## src/design/rpba_pkg.sv

```systemverilog
package rpba_pkg;

	localparam int SIZE_W      = 5;
	localparam int TAG_W       = 5;
	localparam int BLK_W       = 5;
	localparam int NEXT_W      = 6;
	localparam int PROBE_W     = 7;
	localparam int SEED_W      = 16;
	localparam int CFG_IDX_W   = 1;
	localparam int CFG_DATA_W  = 16;
	localparam int LFSR_W      = 16;
	localparam int CHAIN_MAX   = 24;
	localparam int CHAIN_AW    = $clog2(CHAIN_MAX);
	localparam int MOD_STEPS   = 3;
	localparam int MOD_CNT_W   = $clog2(MOD_STEPS);

	localparam logic [LFSR_W-1:0]  LFSR_TAPS    = 16'hB400;
	localparam logic [PROBE_W-1:0] PROBES_RESET = 7'd75;
	localparam logic [SEED_W-1:0]  SEED_RESET   = 16'd1;
	localparam logic [NEXT_W-1:0]  NONE_LINK    = 6'h3F;

	typedef enum logic [CFG_IDX_W-1:0] {
		REG_MAX_PROBES  = 1'b0,
		REG_RANDOM_SEED = 1'b1
	} cfg_reg_t;

	typedef struct packed {
		logic accept;
		logic start;
		logic draw;
		logic mod_step;
		logic check;
		logic rd_first;
		logic load_cur;
		logic emit;
		logic fail;
	} rpba_cmd_t;

	typedef struct packed {
		logic in_zero;
		logic in_bad;
		logic probe_out;
		logic mod_last;
		logic cand_free;
		logic chain_done;
		logic out_free;
		logic emit_last;
	} rpba_stat_t;

	// Galois step, shifting right
	function automatic logic [LFSR_W-1:0] lfsr_step(input logic [LFSR_W-1:0] s);
		logic [LFSR_W-1:0] r;
		r = s >> 1;
		if (s[0]) begin
			r = r ^ LFSR_TAPS;
		end
		return r;
	endfunction

endpackage

```

## src/design/random_probe_block_allocator.sv

```systemverilog
// Random-probe block allocator. Blocks 0 to RESERVED_BLOCKS-1 are reserved at
// reset; each request (file_size, owner_tag) takes file_size blocks from the
// free area by drawing candidates from a 16-bit LFSR, one draw per probe, with
// up to max_probes draws per block. On success one transaction per block comes
// out in chain order, next_index holding the following block or -1 on the
// final one; on failure (probe budget spent, or a size above the free area or
// above 24) a single transaction with failed set comes out and nothing is
// committed. A zero size is consumed without any result. Blocks are never
// freed. Each probe is a draw, three remainder steps by reciprocal multiply
// and a candidate check; an oversized request fails without probing. One
// request is worked at a time; the next is taken as soon as its last result
// is in the output register. Write configuration only while idle; a seed
// write reloads the LFSR (0 loads 1).
module random_probe_block_allocator #(
	parameter int TOTAL_BLOCKS_P  = 32,
	parameter int RESERVED_BLOCKS = 8
) (
	input  logic                               clk,
	input  logic                               arst_n,
	// configuration: index 0 max_probes, index 1 random_seed
	input  logic                               cfg_wr_en,
	input  logic [rpba_pkg::CFG_IDX_W-1:0]     cfg_index,
	input  logic [rpba_pkg::CFG_DATA_W-1:0]    cfg_data,
	// request channel
	input  logic                               in_valid,
	output logic                               in_ready,
	input  logic [rpba_pkg::SIZE_W-1:0]        file_size,
	input  logic [rpba_pkg::TAG_W-1:0]         owner_tag,
	// result channel
	output logic                               out_valid,
	input  logic                               out_ready,
	output logic [rpba_pkg::BLK_W-1:0]         block_index,
	output logic signed [rpba_pkg::NEXT_W-1:0] next_index,
	output logic                               failed,
	output logic                               last
);
	import rpba_pkg::*;

	rpba_cmd_t  cmd;
	rpba_stat_t stat;

	// sequencer: accept, probe loop, commit and emit
	rpba_ctrl u_ctrl (
		.clk      (clk),
		.arst_n   (arst_n),
		.in_valid (in_valid),
		.in_ready (in_ready),
		.stat     (stat),
		.cmd      (cmd)
	);

	// generator, remainder unit, block maps, chain store and output register
	rpba_dp #(
		.TOTAL_BLOCKS_P  (TOTAL_BLOCKS_P),
		.RESERVED_BLOCKS (RESERVED_BLOCKS)
	) u_dp (
		.clk         (clk),
		.arst_n      (arst_n),
		.cfg_wr_en   (cfg_wr_en),
		.cfg_index   (cfg_index),
		.cfg_data    (cfg_data),
		.file_size   (file_size),
		.owner_tag   (owner_tag),
		.cmd         (cmd),
		.stat        (stat),
		.out_valid   (out_valid),
		.out_ready   (out_ready),
		.block_index (block_index),
		.next_index  (next_index),
		.failed      (failed),
		.last        (last)
	);

endmodule

```

## src/design/rpba_ctrl.sv

```systemverilog
module rpba_ctrl (
	input  logic                 clk,
	input  logic                 arst_n,
	input  logic                 in_valid,
	output logic                 in_ready,
	input  rpba_pkg::rpba_stat_t stat,
	output rpba_pkg::rpba_cmd_t  cmd
);
	import rpba_pkg::*;

	typedef enum logic [8:0] {
		ST_IDLE  = 9'b000000001,
		ST_START = 9'b000000010,
		ST_DRAW  = 9'b000000100,
		ST_MOD   = 9'b000001000,
		ST_CHECK = 9'b000010000,
		ST_RD0   = 9'b000100000,
		ST_RD1   = 9'b001000000,
		ST_EMIT  = 9'b010000000,
		ST_FAIL  = 9'b100000000
	} state_t;

	state_t state_q;
	state_t state_nxt;

	always_comb begin
		state_nxt = state_q;
		cmd       = '0;
		in_ready  = 1'b0;
		case (state_q)
			ST_IDLE: begin
				in_ready = 1'b1;
				if (in_valid) begin
					cmd.accept = 1'b1;
					if (stat.in_zero) begin
						state_nxt = ST_IDLE;
					end else if (stat.in_bad) begin
						state_nxt = ST_FAIL;
					end else begin
						state_nxt = ST_START;
					end
				end
			end
			ST_START: begin
				cmd.start = 1'b1;
				state_nxt = ST_DRAW;
			end
			ST_DRAW: begin
				if (stat.probe_out) begin
					state_nxt = ST_FAIL;
				end else begin
					cmd.draw  = 1'b1;
					state_nxt = ST_MOD;
				end
			end
			ST_MOD: begin
				cmd.mod_step = 1'b1;
				if (stat.mod_last) begin
					state_nxt = ST_CHECK;
				end
			end
			ST_CHECK: begin
				cmd.check = 1'b1;
				if (stat.cand_free && stat.chain_done) begin
					state_nxt = ST_RD0;
				end else begin
					state_nxt = ST_DRAW;
				end
			end
			ST_RD0: begin
				cmd.rd_first = 1'b1;
				state_nxt    = ST_RD1;
			end
			ST_RD1: begin
				cmd.load_cur = 1'b1;
				state_nxt    = ST_EMIT;
			end
			ST_EMIT: begin
				if (stat.out_free) begin
					cmd.emit = 1'b1;
					if (stat.emit_last) begin
						state_nxt = ST_IDLE;
					end
				end
			end
			ST_FAIL: begin
				if (stat.out_free) begin
					cmd.fail  = 1'b1;
					state_nxt = ST_IDLE;
				end
			end
			default: begin
				state_nxt = ST_IDLE;
			end
		endcase
	end

	always_ff @(posedge clk or negedge arst_n) begin
		if (!arst_n) begin
			state_q <= ST_IDLE;
		end else begin
			state_q <= state_nxt;
		end
	end

	a_draw_within_budget: assert property (@(posedge clk) disable iff (!arst_n)
		cmd.draw |-> !stat.probe_out)
		else $error("draw issued with probe budget spent");

endmodule

```

## src/design/rpba_dp.sv

```systemverilog
module rpba_dp #(
	parameter int TOTAL_BLOCKS_P  = 32,
	parameter int RESERVED_BLOCKS = 8
) (
	input  logic                                    clk,
	input  logic                                    arst_n,
	input  logic                                    cfg_wr_en,
	input  logic [rpba_pkg::CFG_IDX_W-1:0]          cfg_index,
	input  logic [rpba_pkg::CFG_DATA_W-1:0]         cfg_data,
	input  logic [rpba_pkg::SIZE_W-1:0]             file_size,
	input  logic [rpba_pkg::TAG_W-1:0]              owner_tag,
	input  rpba_pkg::rpba_cmd_t                     cmd,
	output rpba_pkg::rpba_stat_t                    stat,
	output logic                                    out_valid,
	input  logic                                    out_ready,
	output logic [rpba_pkg::BLK_W-1:0]              block_index,
	output logic signed [rpba_pkg::NEXT_W-1:0]      next_index,
	output logic                                    failed,
	output logic                                    last
);
	import rpba_pkg::*;

	localparam int FREE     = TOTAL_BLOCKS_P - RESERVED_BLOCKS;
	localparam int FREE_C   = (FREE > 0) ? FREE : 1;
	localparam int IDX_W    = $clog2(TOTAL_BLOCKS_P);
	localparam int RW       = $clog2(FREE_C) + 1;
	localparam logic [RW-1:0] FREE_R = RW'(FREE_C);
	// reciprocal of the free-area size, exact enough to land within one of the quotient
	localparam int RECIP_SH = LFSR_W + RW;
	localparam int RECIP_W  = RECIP_SH + 1;
	localparam int PROD_W   = LFSR_W + RECIP_W;
	localparam logic [RECIP_W-1:0] RECIP = RECIP_W'((64'd1 << RECIP_SH) / 64'(FREE_C));

	// configuration and generator
	logic [PROBE_W-1:0] max_probes_q;
	logic [LFSR_W-1:0]  lfsr_q;
	logic [LFSR_W-1:0]  lfsr_nxt;

	// request context and counters
	logic [SIZE_W-1:0]   size_q;
	logic [TAG_W-1:0]    tag_q;
	logic [PROBE_W-1:0]  probe_cnt_q;
	logic [CHAIN_AW-1:0] chain_cnt_q;
	logic [CHAIN_AW-1:0] emit_cnt_q;

	// remainder unit
	logic [LFSR_W-1:0]    mod_x_q;
	logic [LFSR_W-1:0]    quot_q;
	logic [RW-1:0]        rest_q;
	logic [RW-1:0]        rem_q;
	logic [PROD_W-1:0]    prod;
	logic [LFSR_W-1:0]    quot_nxt;
	logic [LFSR_W-1:0]    qd;
	logic [RW-1:0]        rest_nxt;
	logic [RW-1:0]        rem_fix;
	logic [MOD_CNT_W-1:0] mod_cnt_q;

	// block maps and stores
	logic [TOTAL_BLOCKS_P-1:0] alloc_q;
	logic [TOTAL_BLOCKS_P-1:0] chosen_q;
	logic [IDX_W-1:0]          chain_mem [CHAIN_MAX];
	logic [TAG_W-1:0]          owner_mem [TOTAL_BLOCKS_P];
	logic [IDX_W:0]            link_mem  [TOTAL_BLOCKS_P];
	logic [IDX_W-1:0]          rd_data_q;
	logic [IDX_W-1:0]          cur_q;

	logic [IDX_W-1:0]    cand;
	logic                cand_ok;
	logic                rd_en;
	logic [CHAIN_AW:0]   rd_ptr;
	logic [CHAIN_AW-1:0] rd_addr;
	logic [15:0]         cur_w;
	logic [15:0]         nxt_w;
	logic                take_next;

	// output register
	logic                     out_valid_q;
	logic [BLK_W-1:0]         block_index_q;
	logic [NEXT_W-1:0]        next_index_q;
	logic                     failed_q;
	logic                     last_q;

	assign lfsr_nxt = lfsr_step(lfsr_q);

	// remainder in three steps: estimate the quotient, take the rest, then
	// drop one more free-area size if the estimate came out one low
	assign prod     = PROD_W'(mod_x_q) * PROD_W'(RECIP);
	assign quot_nxt = prod[RECIP_SH +: LFSR_W];
	assign qd       = LFSR_W'(32'(quot_q) * 32'(FREE_C));
	assign rest_nxt = RW'(mod_x_q - qd);
	assign rem_fix  = (rest_q >= FREE_R) ? (rest_q - FREE_R) : rest_q;

	assign cand    = IDX_W'(32'(RESERVED_BLOCKS) + 32'(rem_q));
	assign cand_ok = !alloc_q[cand] && !chosen_q[cand];

	assign stat.in_zero    = (file_size == '0);
	assign stat.in_bad     = (FREE <= 0) || (int'(file_size) > FREE)
		|| (int'(file_size) > CHAIN_MAX);
	assign stat.probe_out  = (probe_cnt_q >= max_probes_q);
	assign stat.mod_last   = (mod_cnt_q == MOD_CNT_W'(MOD_STEPS - 1));
	assign stat.cand_free  = cand_ok;
	assign stat.chain_done = ({1'b0, chain_cnt_q} == ({1'b0, size_q} - 6'd1));
	assign stat.out_free   = !out_valid_q || out_ready;
	assign stat.emit_last  = (({1'b0, emit_cnt_q} + 6'd1) == {1'b0, size_q});

	assign take_next = cmd.emit && !stat.emit_last;

	// chain store read: stay one entry ahead of the block being emitted
	always_comb begin
		rd_en  = 1'b0;
		rd_ptr = '0;
		if (cmd.rd_first) begin
			rd_en = 1'b1;
		end else if (cmd.load_cur) begin
			rd_ptr = {1'b0, emit_cnt_q} + 6'd1;
			rd_en  = (rd_ptr < {1'b0, size_q});
		end else if (take_next) begin
			rd_ptr = {1'b0, emit_cnt_q} + 6'd2;
			rd_en  = (rd_ptr < {1'b0, size_q});
		end
		rd_addr = rd_ptr[CHAIN_AW-1:0];
	end

	assign cur_w = 16'(cur_q);
	assign nxt_w = 16'(rd_data_q);

	always_ff @(posedge clk or negedge arst_n) begin
		if (!arst_n) begin
			max_probes_q <= PROBES_RESET;
			lfsr_q       <= SEED_RESET;
		end else begin
			if (cfg_wr_en) begin
				case (cfg_reg_t'(cfg_index))
					REG_MAX_PROBES: begin
						max_probes_q <= cfg_data[PROBE_W-1:0];
					end
					REG_RANDOM_SEED: begin
						lfsr_q <= (cfg_data[SEED_W-1:0] == '0) ? SEED_RESET
							: cfg_data[SEED_W-1:0];
					end
					default: begin
					end
				endcase
			end else if (cmd.draw) begin
				lfsr_q <= lfsr_nxt;
			end
		end
	end

	always_ff @(posedge clk or negedge arst_n) begin
		if (!arst_n) begin
			probe_cnt_q <= '0;
			chain_cnt_q <= '0;
			emit_cnt_q  <= '0;
			mod_cnt_q   <= '0;
			chosen_q    <= '0;
			for (int b = 0; b < TOTAL_BLOCKS_P; b++) begin
				alloc_q[b] <= (b < RESERVED_BLOCKS);
			end
		end else begin
			if (cmd.start) begin
				chosen_q    <= '0;
				chain_cnt_q <= '0;
				probe_cnt_q <= '0;
			end
			if (cmd.draw) begin
				probe_cnt_q <= probe_cnt_q + 7'd1;
				mod_cnt_q   <= '0;
			end
			if (cmd.mod_step) begin
				mod_cnt_q <= mod_cnt_q + MOD_CNT_W'(1);
			end
			if (cmd.check && cand_ok) begin
				chosen_q[cand] <= 1'b1;
				chain_cnt_q    <= chain_cnt_q + CHAIN_AW'(1);
				probe_cnt_q    <= '0;
			end
			if (cmd.rd_first) begin
				emit_cnt_q <= '0;
			end
			if (take_next) begin
				emit_cnt_q <= emit_cnt_q + CHAIN_AW'(1);
			end
			if (cmd.emit) begin
				alloc_q[cur_q] <= 1'b1;
			end
		end
	end

	always_ff @(posedge clk) begin
		if (cmd.accept) begin
			size_q <= file_size;
			tag_q  <= owner_tag;
		end
		if (cmd.draw) begin
			mod_x_q <= lfsr_nxt;
		end
		if (cmd.mod_step && (mod_cnt_q == MOD_CNT_W'(0))) begin
			quot_q <= quot_nxt;
		end
		if (cmd.mod_step && (mod_cnt_q == MOD_CNT_W'(1))) begin
			rest_q <= rest_nxt;
		end
		if (cmd.mod_step && stat.mod_last) begin
			rem_q <= rem_fix;
		end
		if (cmd.check && cand_ok) begin
			chain_mem[chain_cnt_q] <= cand;
		end
		if (rd_en) begin
			rd_data_q <= chain_mem[rd_addr];
		end
		if (cmd.load_cur || take_next) begin
			cur_q <= rd_data_q;
		end
		if (cmd.emit) begin
			owner_mem[cur_q] <= tag_q;
			link_mem[cur_q]  <= stat.emit_last ? '1 : {1'b0, rd_data_q};
		end
	end

	always_ff @(posedge clk or negedge arst_n) begin
		if (!arst_n) begin
			out_valid_q <= 1'b0;
		end else if (cmd.emit || cmd.fail) begin
			out_valid_q <= 1'b1;
		end else if (out_ready) begin
			out_valid_q <= 1'b0;
		end
	end

	always_ff @(posedge clk) begin
		if (cmd.emit) begin
			block_index_q <= cur_w[BLK_W-1:0];
			next_index_q  <= stat.emit_last ? NONE_LINK : nxt_w[NEXT_W-1:0];
			failed_q      <= 1'b0;
			last_q        <= stat.emit_last;
		end else if (cmd.fail) begin
			block_index_q <= '0;
			next_index_q  <= NONE_LINK;
			failed_q      <= 1'b1;
			last_q        <= 1'b1;
		end
	end

	assign out_valid   = out_valid_q;
	assign block_index = block_index_q;
	assign next_index  = next_index_q;
	assign failed      = failed_q;
	assign last        = last_q;

	a_no_overwrite: assert property (@(posedge clk) disable iff (!arst_n)
		(cmd.emit || cmd.fail) |-> (!out_valid_q || out_ready))
		else $error("result loaded over an untaken result");

	a_commit_fresh: assert property (@(posedge clk) disable iff (!arst_n)
		cmd.emit |-> !alloc_q[cur_q])
		else $error("block committed twice");

	a_lfsr_live: assert property (@(posedge clk) disable iff (!arst_n)
		lfsr_q != '0)
		else $error("generator locked at zero");

endmodule
```

## config.mk

```make
export PLATFORM = sky130hd
export DESIGN_NAME = random_probe_block_allocator
export DESIGN_NICKNAME = d
export VERILOG_FILES = /design/src/design/rpba_pkg.sv /design/src/design/random_probe_block_allocator.sv /design/src/design/rpba_ctrl.sv /design/src/design/rpba_dp.sv
export SDC_FILE = /design/constraint.sdc
export NUM_CORES = 1
export LEC_CHECK = 0
export ABC_AREA = 1
export BUFFER_PORTS_ARGS = -buffer_cell sky130_fd_sc_hd__buf_2
export CORE_ASPECT_RATIO = 2
export CORE_MARGIN = 5
export CORE_UTILIZATION = 45
export DETAILED_ROUTE_END_ITERATION = 8
export PLACE_DENSITY = 0.6
export SYNTH_ARGS = -nofsm -noshare
export SYNTH_HDL_FRONTEND = slang
export SYNTH_SLANG_ARGS = --single-unit
```

## constraint.sdc

```tcl
create_clock -name clk -period 12.67 [get_ports clk]
set_clock_uncertainty 0.05 [all_clocks]
set_input_delay 1.9005 -clock clk [delete_from_list [all_inputs] [get_ports clk]]
set_output_delay 1.9005 -clock clk [all_outputs]
set_load 0.005 [all_outputs]
```

### Word level (Yosys, flattened, before mapping)

Memory sizes are Yosys's and may differ from the RTL's. A register that Yosys moved wholly into a read port is not among the register bits.
Index checks and enable logic that the tools add are counted.

| operators by class | value |
|---|---|
| shift operators | 0 |
| bitwise operators | 4 |
| multiplexer cells | 65 |
| order comparisons | 9 |
| eq/ne operators | 19 |
| $mul | 2 |
| div/mod/pow operators | 0 |
| add/subtract/negate cells | 10 |
| reduce and logical (&&, ||, !) cells | 29 |

Operator list:

| kind | count |
|---|---|
| 9-bit case mux with 9 select lines | 1 |
| 16-bit 2-to-1 mux | 5 |
| 9-bit 2-to-1 mux | 8 |
| 32-bit 2-to-1 mux | 2 |
| 32-bit OR | 2 |
| 5-bit 2-to-1 mux | 10 |
| 16-bit by 17-bit multiplier with 33-bit output, second input constant | 1 |
| 1-bit 2-to-1 mux | 26 |
| 6-bit 2-to-1 mux | 4 |
| 7-bit 2-to-1 mux | 3 |
| 16-bit zero test | 1 |
| 5-bit by 6-bit < comparator with 1-bit output, second input constant | 2 |
| 6-bit by 5-bit < comparator with 1-bit output | 2 |
| 12-bit by 2-bit multiplier with 3-bit output, second input constant | 1 |
| 2-bit nonzero test | 6 |
| 5-bit by 1-bit adder with 5-bit output, second input constant | 2 |
| 1-bit binary-select mux with 5-bit select | 2 |
| 1-bit demux with 5-bit select | 2 |
| 5-bit by 1-bit >= comparator with 1-bit output, second input constant | 2 |
| 9-bit by 1-bit == test with 1-bit output, second input constant | 1 |
| 9-bit by 2-bit == test with 1-bit output, second input constant | 1 |
| 9-bit by 3-bit == test with 1-bit output, second input constant | 1 |
| 9-bit by 4-bit == test with 1-bit output, second input constant | 1 |
| 9-bit by 5-bit == test with 1-bit output, second input constant | 1 |
| 32 further kinds | 51 |

| word-level totals | value |
|---|---|
| output and inout port bits | 15 |
| register bits | 178 |
| input port bits | 32 |
| latch bits | 0 |
| bits in read-only memories | 0 |
| memories | 1 |
| bits in writable memories | 120 |

Memory list:

| name | words | bits a word | rd ports | clocked after memory_dff | write ports | RTL line | text |
|---|---|---|---|---|---|---|---|
| u_dp.chain_mem | 24 | 5 | 1 | 1 | 1 | rpba_dp.sv:61 | `logic [IDX_W-1:0] chain_mem [CHAIN_MAX];` |

### Longest topological paths before layout

| logic depth | value |
|---|---|
| word-level depth | 8 |
| depth in mapped cells | 20 |
| mapped depth without buffers | 20 |

### Hierarchy

Synthesis repeated with hierarchy kept, for this count alone.

| second synthesis, totals | value |
|---|---|
| cells, all modules | 1,647 |
| area total of the unflattened synthesis | 16,090.4 µm² |

Modules (own cells, without submodules):

| module | area each (µm²) | cells each | seq. area each (µm²) | instances |
|---|---|---|---|---|
| rpba_dp | 15,458.6 | 1,545 | 7,998.9 | 1 |
| rpba_ctrl | 631.9 | 102 | 226.5 | 1 |

### Least setup slack after synthesis

OpenSTA, ideal clock, no wires.

| timing | value |
|---|---|
| path type | reg2reg |
| start point | register u_dp.mod_x_q[3] |
| end point | register u_dp.quot_q[0], data pin |
| slack | 7.661 ns |
| arrival | 4.699 ns |
| stages on the path, launching flop included | 20 |
| data required time | 12.360 ns |
| setup time | 0.260 ns |
| clock period less this slack | 5.009 ns |
| path through | edfxtp_1 ha_1 inv_1 fa_1 inv_1 fa_1 inv_1 fa_1 inv_1 fa_1 inv_1 fa_1 inv_1 ha_1 nand2_1 nor2_1 a311o_1 nand2_1 nand3_1 xor2_1 |

| on the way | value |
|---|---|
| longest elaborated chain between the ends | 1 |

Ends and longest elaborated chain:

| item | RTL line | text |
|---|---|---|
| start, declared | rpba_dp.sv:47 | `logic [LFSR_W-1:0] mod_x_q;` |
| start signal, assigned | rpba_dp.sv:196 | `mod_x_q <= lfsr_nxt;` |
| 16-bit by 17-bit multiplier with 33-bit output | rpba_dp.sv:87 | `assign prod = PROD_W'(mod_x_q) * PROD_W'(RECIP);` |
| named net u_dp.prod[22] | rpba_dp.sv:51 | `logic [PROD_W-1:0] prod;` |
| end signal, assigned | rpba_dp.sv:199 | `quot_q <= quot_nxt;` |
| end, declared | rpba_dp.sv:48 | `logic [LFSR_W-1:0] quot_q;` |

The timed path passes the listed nets, and every way through them passes these cells.
A chain may end at the register's enable or synchronous reset.

### Final worst setup path

| timing | value |
|---|---|
| start point | register u_dp.mod_x_q[3] |
| end point | register u_dp.quot_q[2], data pin |

Same word-level chain as after synthesis.

==> run summary <==
Maximum clock path buffer count: 3
Core Region: 35600 um2
Clock tree from TritonCTS: done
Number of failing setup endpoints in the final timing report: 0
Root Buffer Master: sky130_fd_sc_hd__clkbuf_16
Cell count of the worst hold path: 0
Share of final-layout standard cells stronger than drive strength 1: 0.0849
CP startpoint kind: flop
Hold Fails Final Rpt: 0
Static leakage power: 7.71 nW
Actual slew at the worst max-slew pin: 1.14 ns
Area delta synth->final: 8.83%
Detail-routed via count per cell: 5.27
Register clock-pin slew on the reported worst setup and hold paths: 0.06 ns
Clock Sinks: 293
Max Cap Violations: 0
Seq cells post-synth: 293
Maximum resistive drop on vdd: 0.000118 V
Hold crit path type: flop to flop
Flip-flop cell with the highest count after synthesis: sky130_fd_sc_hd__edfxtp_1
R2r worst-path depth: 20
Global-route total usage across every layer: 0.200
Wire length of the first global-routing pass: 61.8 mm
Fin Setup TNS: 0 ns
Sequential cell fraction of total power: 0.363
Achievable frequency: 0.174 GHz
Number of warnings printed during yosys synthesis: 0
Gate power share: 0.388
Pwr dens: 173 nW/um2
Cell type with the largest total area after synthesis: sky130_fd_sc_hd__edfxtp_1
Seq/Total Area, Yosys: 0.510
Final cycle utilization of the critical path: 0.455
Post-CTS Setup Bufs: 0
CP arrival: 6.04 ns
Pin count of the biggest net entering global routing: 78
Switching share of power: 0.373
Die outline area: 40000 um2
Required time reported for the critical path endpoint: 12.94 ns
Run status: finished, final reports clean
# hold bufs at CTS: 0
Count of routing violations after the opening detailed-route iteration: 555
Via count: 11.3k
Critical Setup Path Class: flop to flop
Synthesized instance count: 1624
Number of enable-type register cells in the synthesized netlist: 176
Number of antenna-violating nets in the routed design: 0
Die outline height: 278 um
Congestion Overflow GR: 0
Fraction of registers with async set/reset: 0.396
Final weighted congestion in routability-driven placement: 0.907
Library cell with the highest instance count after synthesis: sky130_fd_sc_hd__nand2_1
Share of the synthesized area in the top cell type: 0.328
Internal Pwr Total: 1.90 mW
Top cell types by occurrence after synthesis: sky130_fd_sc_hd__nand2_1, sky130_fd_sc_hd__inv_1, sky130_fd_sc_hd__edfxtp_1
Routed Wire Length: 39.0 mm
Number of buffers inserted by port buffering: 41
Number of global-route vias before repair: 11.6k
Average detailed-routed wire length per instance: 18.3 um
Number of nets produced by synthesis: 1799
NumNets Final: 1838
Initial core utilization: 0.454
Total iterations of the first detailed-routing run: 5
Placed wire-length estimate after detailed placement: 29.5 mm
Dominant cells by area after synthesis: sky130_fd_sc_hd__edfxtp_1, sky130_fd_sc_hd__dfrtp_1, sky130_fd_sc_hd__ha_1
I/O pin total: 47
Avg Inst Size Synth: 9.93 um2
Critical path capture point type: flop
Worst hold-check slack: 0.369 ns
Tmin final: 5.76 ns
Unrepaired setup endpoints after global routing: false
Number of distinct library cells after synthesis: 49
Relative contribution of the clock network to total power: 0.248
Slew margin rel.: 0.242
Row count: 98
Die span in x: 144 um
Gates resized, CTS repair: 0
Number of slew-limit violations in the final report: 0
H-tree lvl count: 1
Number of antenna violations at the first check in global routing: 1
Cell area after synthesis: 16100 um2
Largest fanout on the critical path: 3
Net switching power of the design: 1.13 mW
Total clock buffers created by CTS: 27
DRC violation count after routing: 0
Skew-Pair Late Insertion Delay: 0.57 ns
[state kept, by name, indices dropped and copies added (netlist names), 6 cells and up]
name,count
u_dp.probe_cnt_q,7
u_dp.mod_x_q,16
u_dp.max_probes_q,7
u_dp.lfsr_q,16
u_dp.chain_mem,120
u_dp.chosen_q,32
u_dp.alloc_q,32
u_ctrl.state_q,9
u_dp.rest_q,6
[metrics by stage]
stage           util  setup WS, ns  power, mW  area [um2]  cells
2_1_floorplan      -          7.66       1.94       16100   1624
3_3_place_gp   0.471          7.02       2.28       16700   2084
3_5_place_dp   0.471          6.90       2.31       16700   2084
4_1_cts        0.494          6.89       3.07       17500   2134
5_1_grt        0.494          6.68       3.26       17600   2135
6_report       0.494          6.91       3.03       17600   2136
[path summary, 6_finish.rpt]
kind                            slack [ns]            start                  end
worst min register to register        0.37   u_dp.rest_q[0]        u_dp.rem_q[0]
worst min-delay path                  0.37   u_dp.rest_q[0]        u_dp.rem_q[0]
worst max register to register        6.91  u_dp.mod_x_q[3]       u_dp.quot_q[2]
worst max-delay path                  6.91  u_dp.mod_x_q[3]       u_dp.quot_q[2]
max in group asynchronous             9.90           arst_n  u_dp.chain_cnt_q[3]
min in group asynchronous             1.26           arst_n     u_dp.alloc_q[13]
[power groups by stage]
stage               registers (mW)  logic (mW)  clock network (mW)
CTS                           1.10        1.20               0.769
detailed placement            1.12        1.19                   0
global placement              1.12        1.16                   0
floorplan                     1.11       0.826                   0
global route                  1.11        1.34               0.815
finish                        1.10        1.18               0.753
[logic make-up after synthesis]
group,share of synthesized area
compound gates,0.0798
xor+xnor,0.0152
fa+ha+maj,0.135
buf+inv,0.0749
flops,0.510
simple gates,0.185
[final cells by class]
| cell class | instances | area, um2 |
|---|---|---|
| fillers | 3322 | 18000 |
| flip-flops and latches | 293 | 8230 |
| multi-input cells | 1030 | 6700 |
| inverters | 260 | 976 |
| clock buffers | 38 | 727 |
| well taps | 450 | 563 |
| repair buffers | 51 | 283 |
| clock inverters | 12 | 78.8 |
| diodes | 2 | 5.00 |
[critical path: stages, from the launching register on]
cell                       delay [ns]
sky130_fd_sc_hd__edfxtp_1        0.45
sky130_fd_sc_hd__ha_1            0.35
sky130_fd_sc_hd__inv_1           0.06
sky130_fd_sc_hd__fa_1            0.49
sky130_fd_sc_hd__inv_1           0.07
sky130_fd_sc_hd__fa_1            0.60
sky130_fd_sc_hd__inv_1           0.15
sky130_fd_sc_hd__fa_1            0.55
sky130_fd_sc_hd__inv_1           0.05
sky130_fd_sc_hd__fa_1            0.50
sky130_fd_sc_hd__inv_1           0.05
sky130_fd_sc_hd__fa_1            0.53
sky130_fd_sc_hd__inv_1           0.04
sky130_fd_sc_hd__ha_1            0.31
sky130_fd_sc_hd__nand2_1         0.15
sky130_fd_sc_hd__nor2_1          0.07
sky130_fd_sc_hd__nand2_1         0.06
sky130_fd_sc_hd__nand3_1         0.08
sky130_fd_sc_hd__a221oi_1        0.33
sky130_fd_sc_hd__nand2_1         0.17
sky130_fd_sc_hd__xnor2_1         0.39
[cell usage in the layout, fill, tap and decap left out, drive strengths merged, types with 3 or more instances in the layout]
cell      instances
o22ai             7
xnor2            10
nor3              9
nand3           150
clkinv            8
edfxtp          176
o31ai            12
ha               92
o21bai           33
o211ai            7
dfstp            14
nand3b           38
o21a              4
nor2            124
nor4             13
dfrtp           102
nand2           279
or2               9
xor2             18
clkbuf           38
fa               51
inv             261
a21oi            28
o21ai           116
clkinvlp          3
buf              51
nand4            19
[layer usage]
layer  vias up  share of wire  global-route usage
li1       5483              -                   -
met5         -              0                   0
met1      5476           0.34               0.199
met3       104          0.030              0.0212
met2       203           0.58               0.389
met4         0          0.056               0.105
Power figures use the tool's default switching activity.
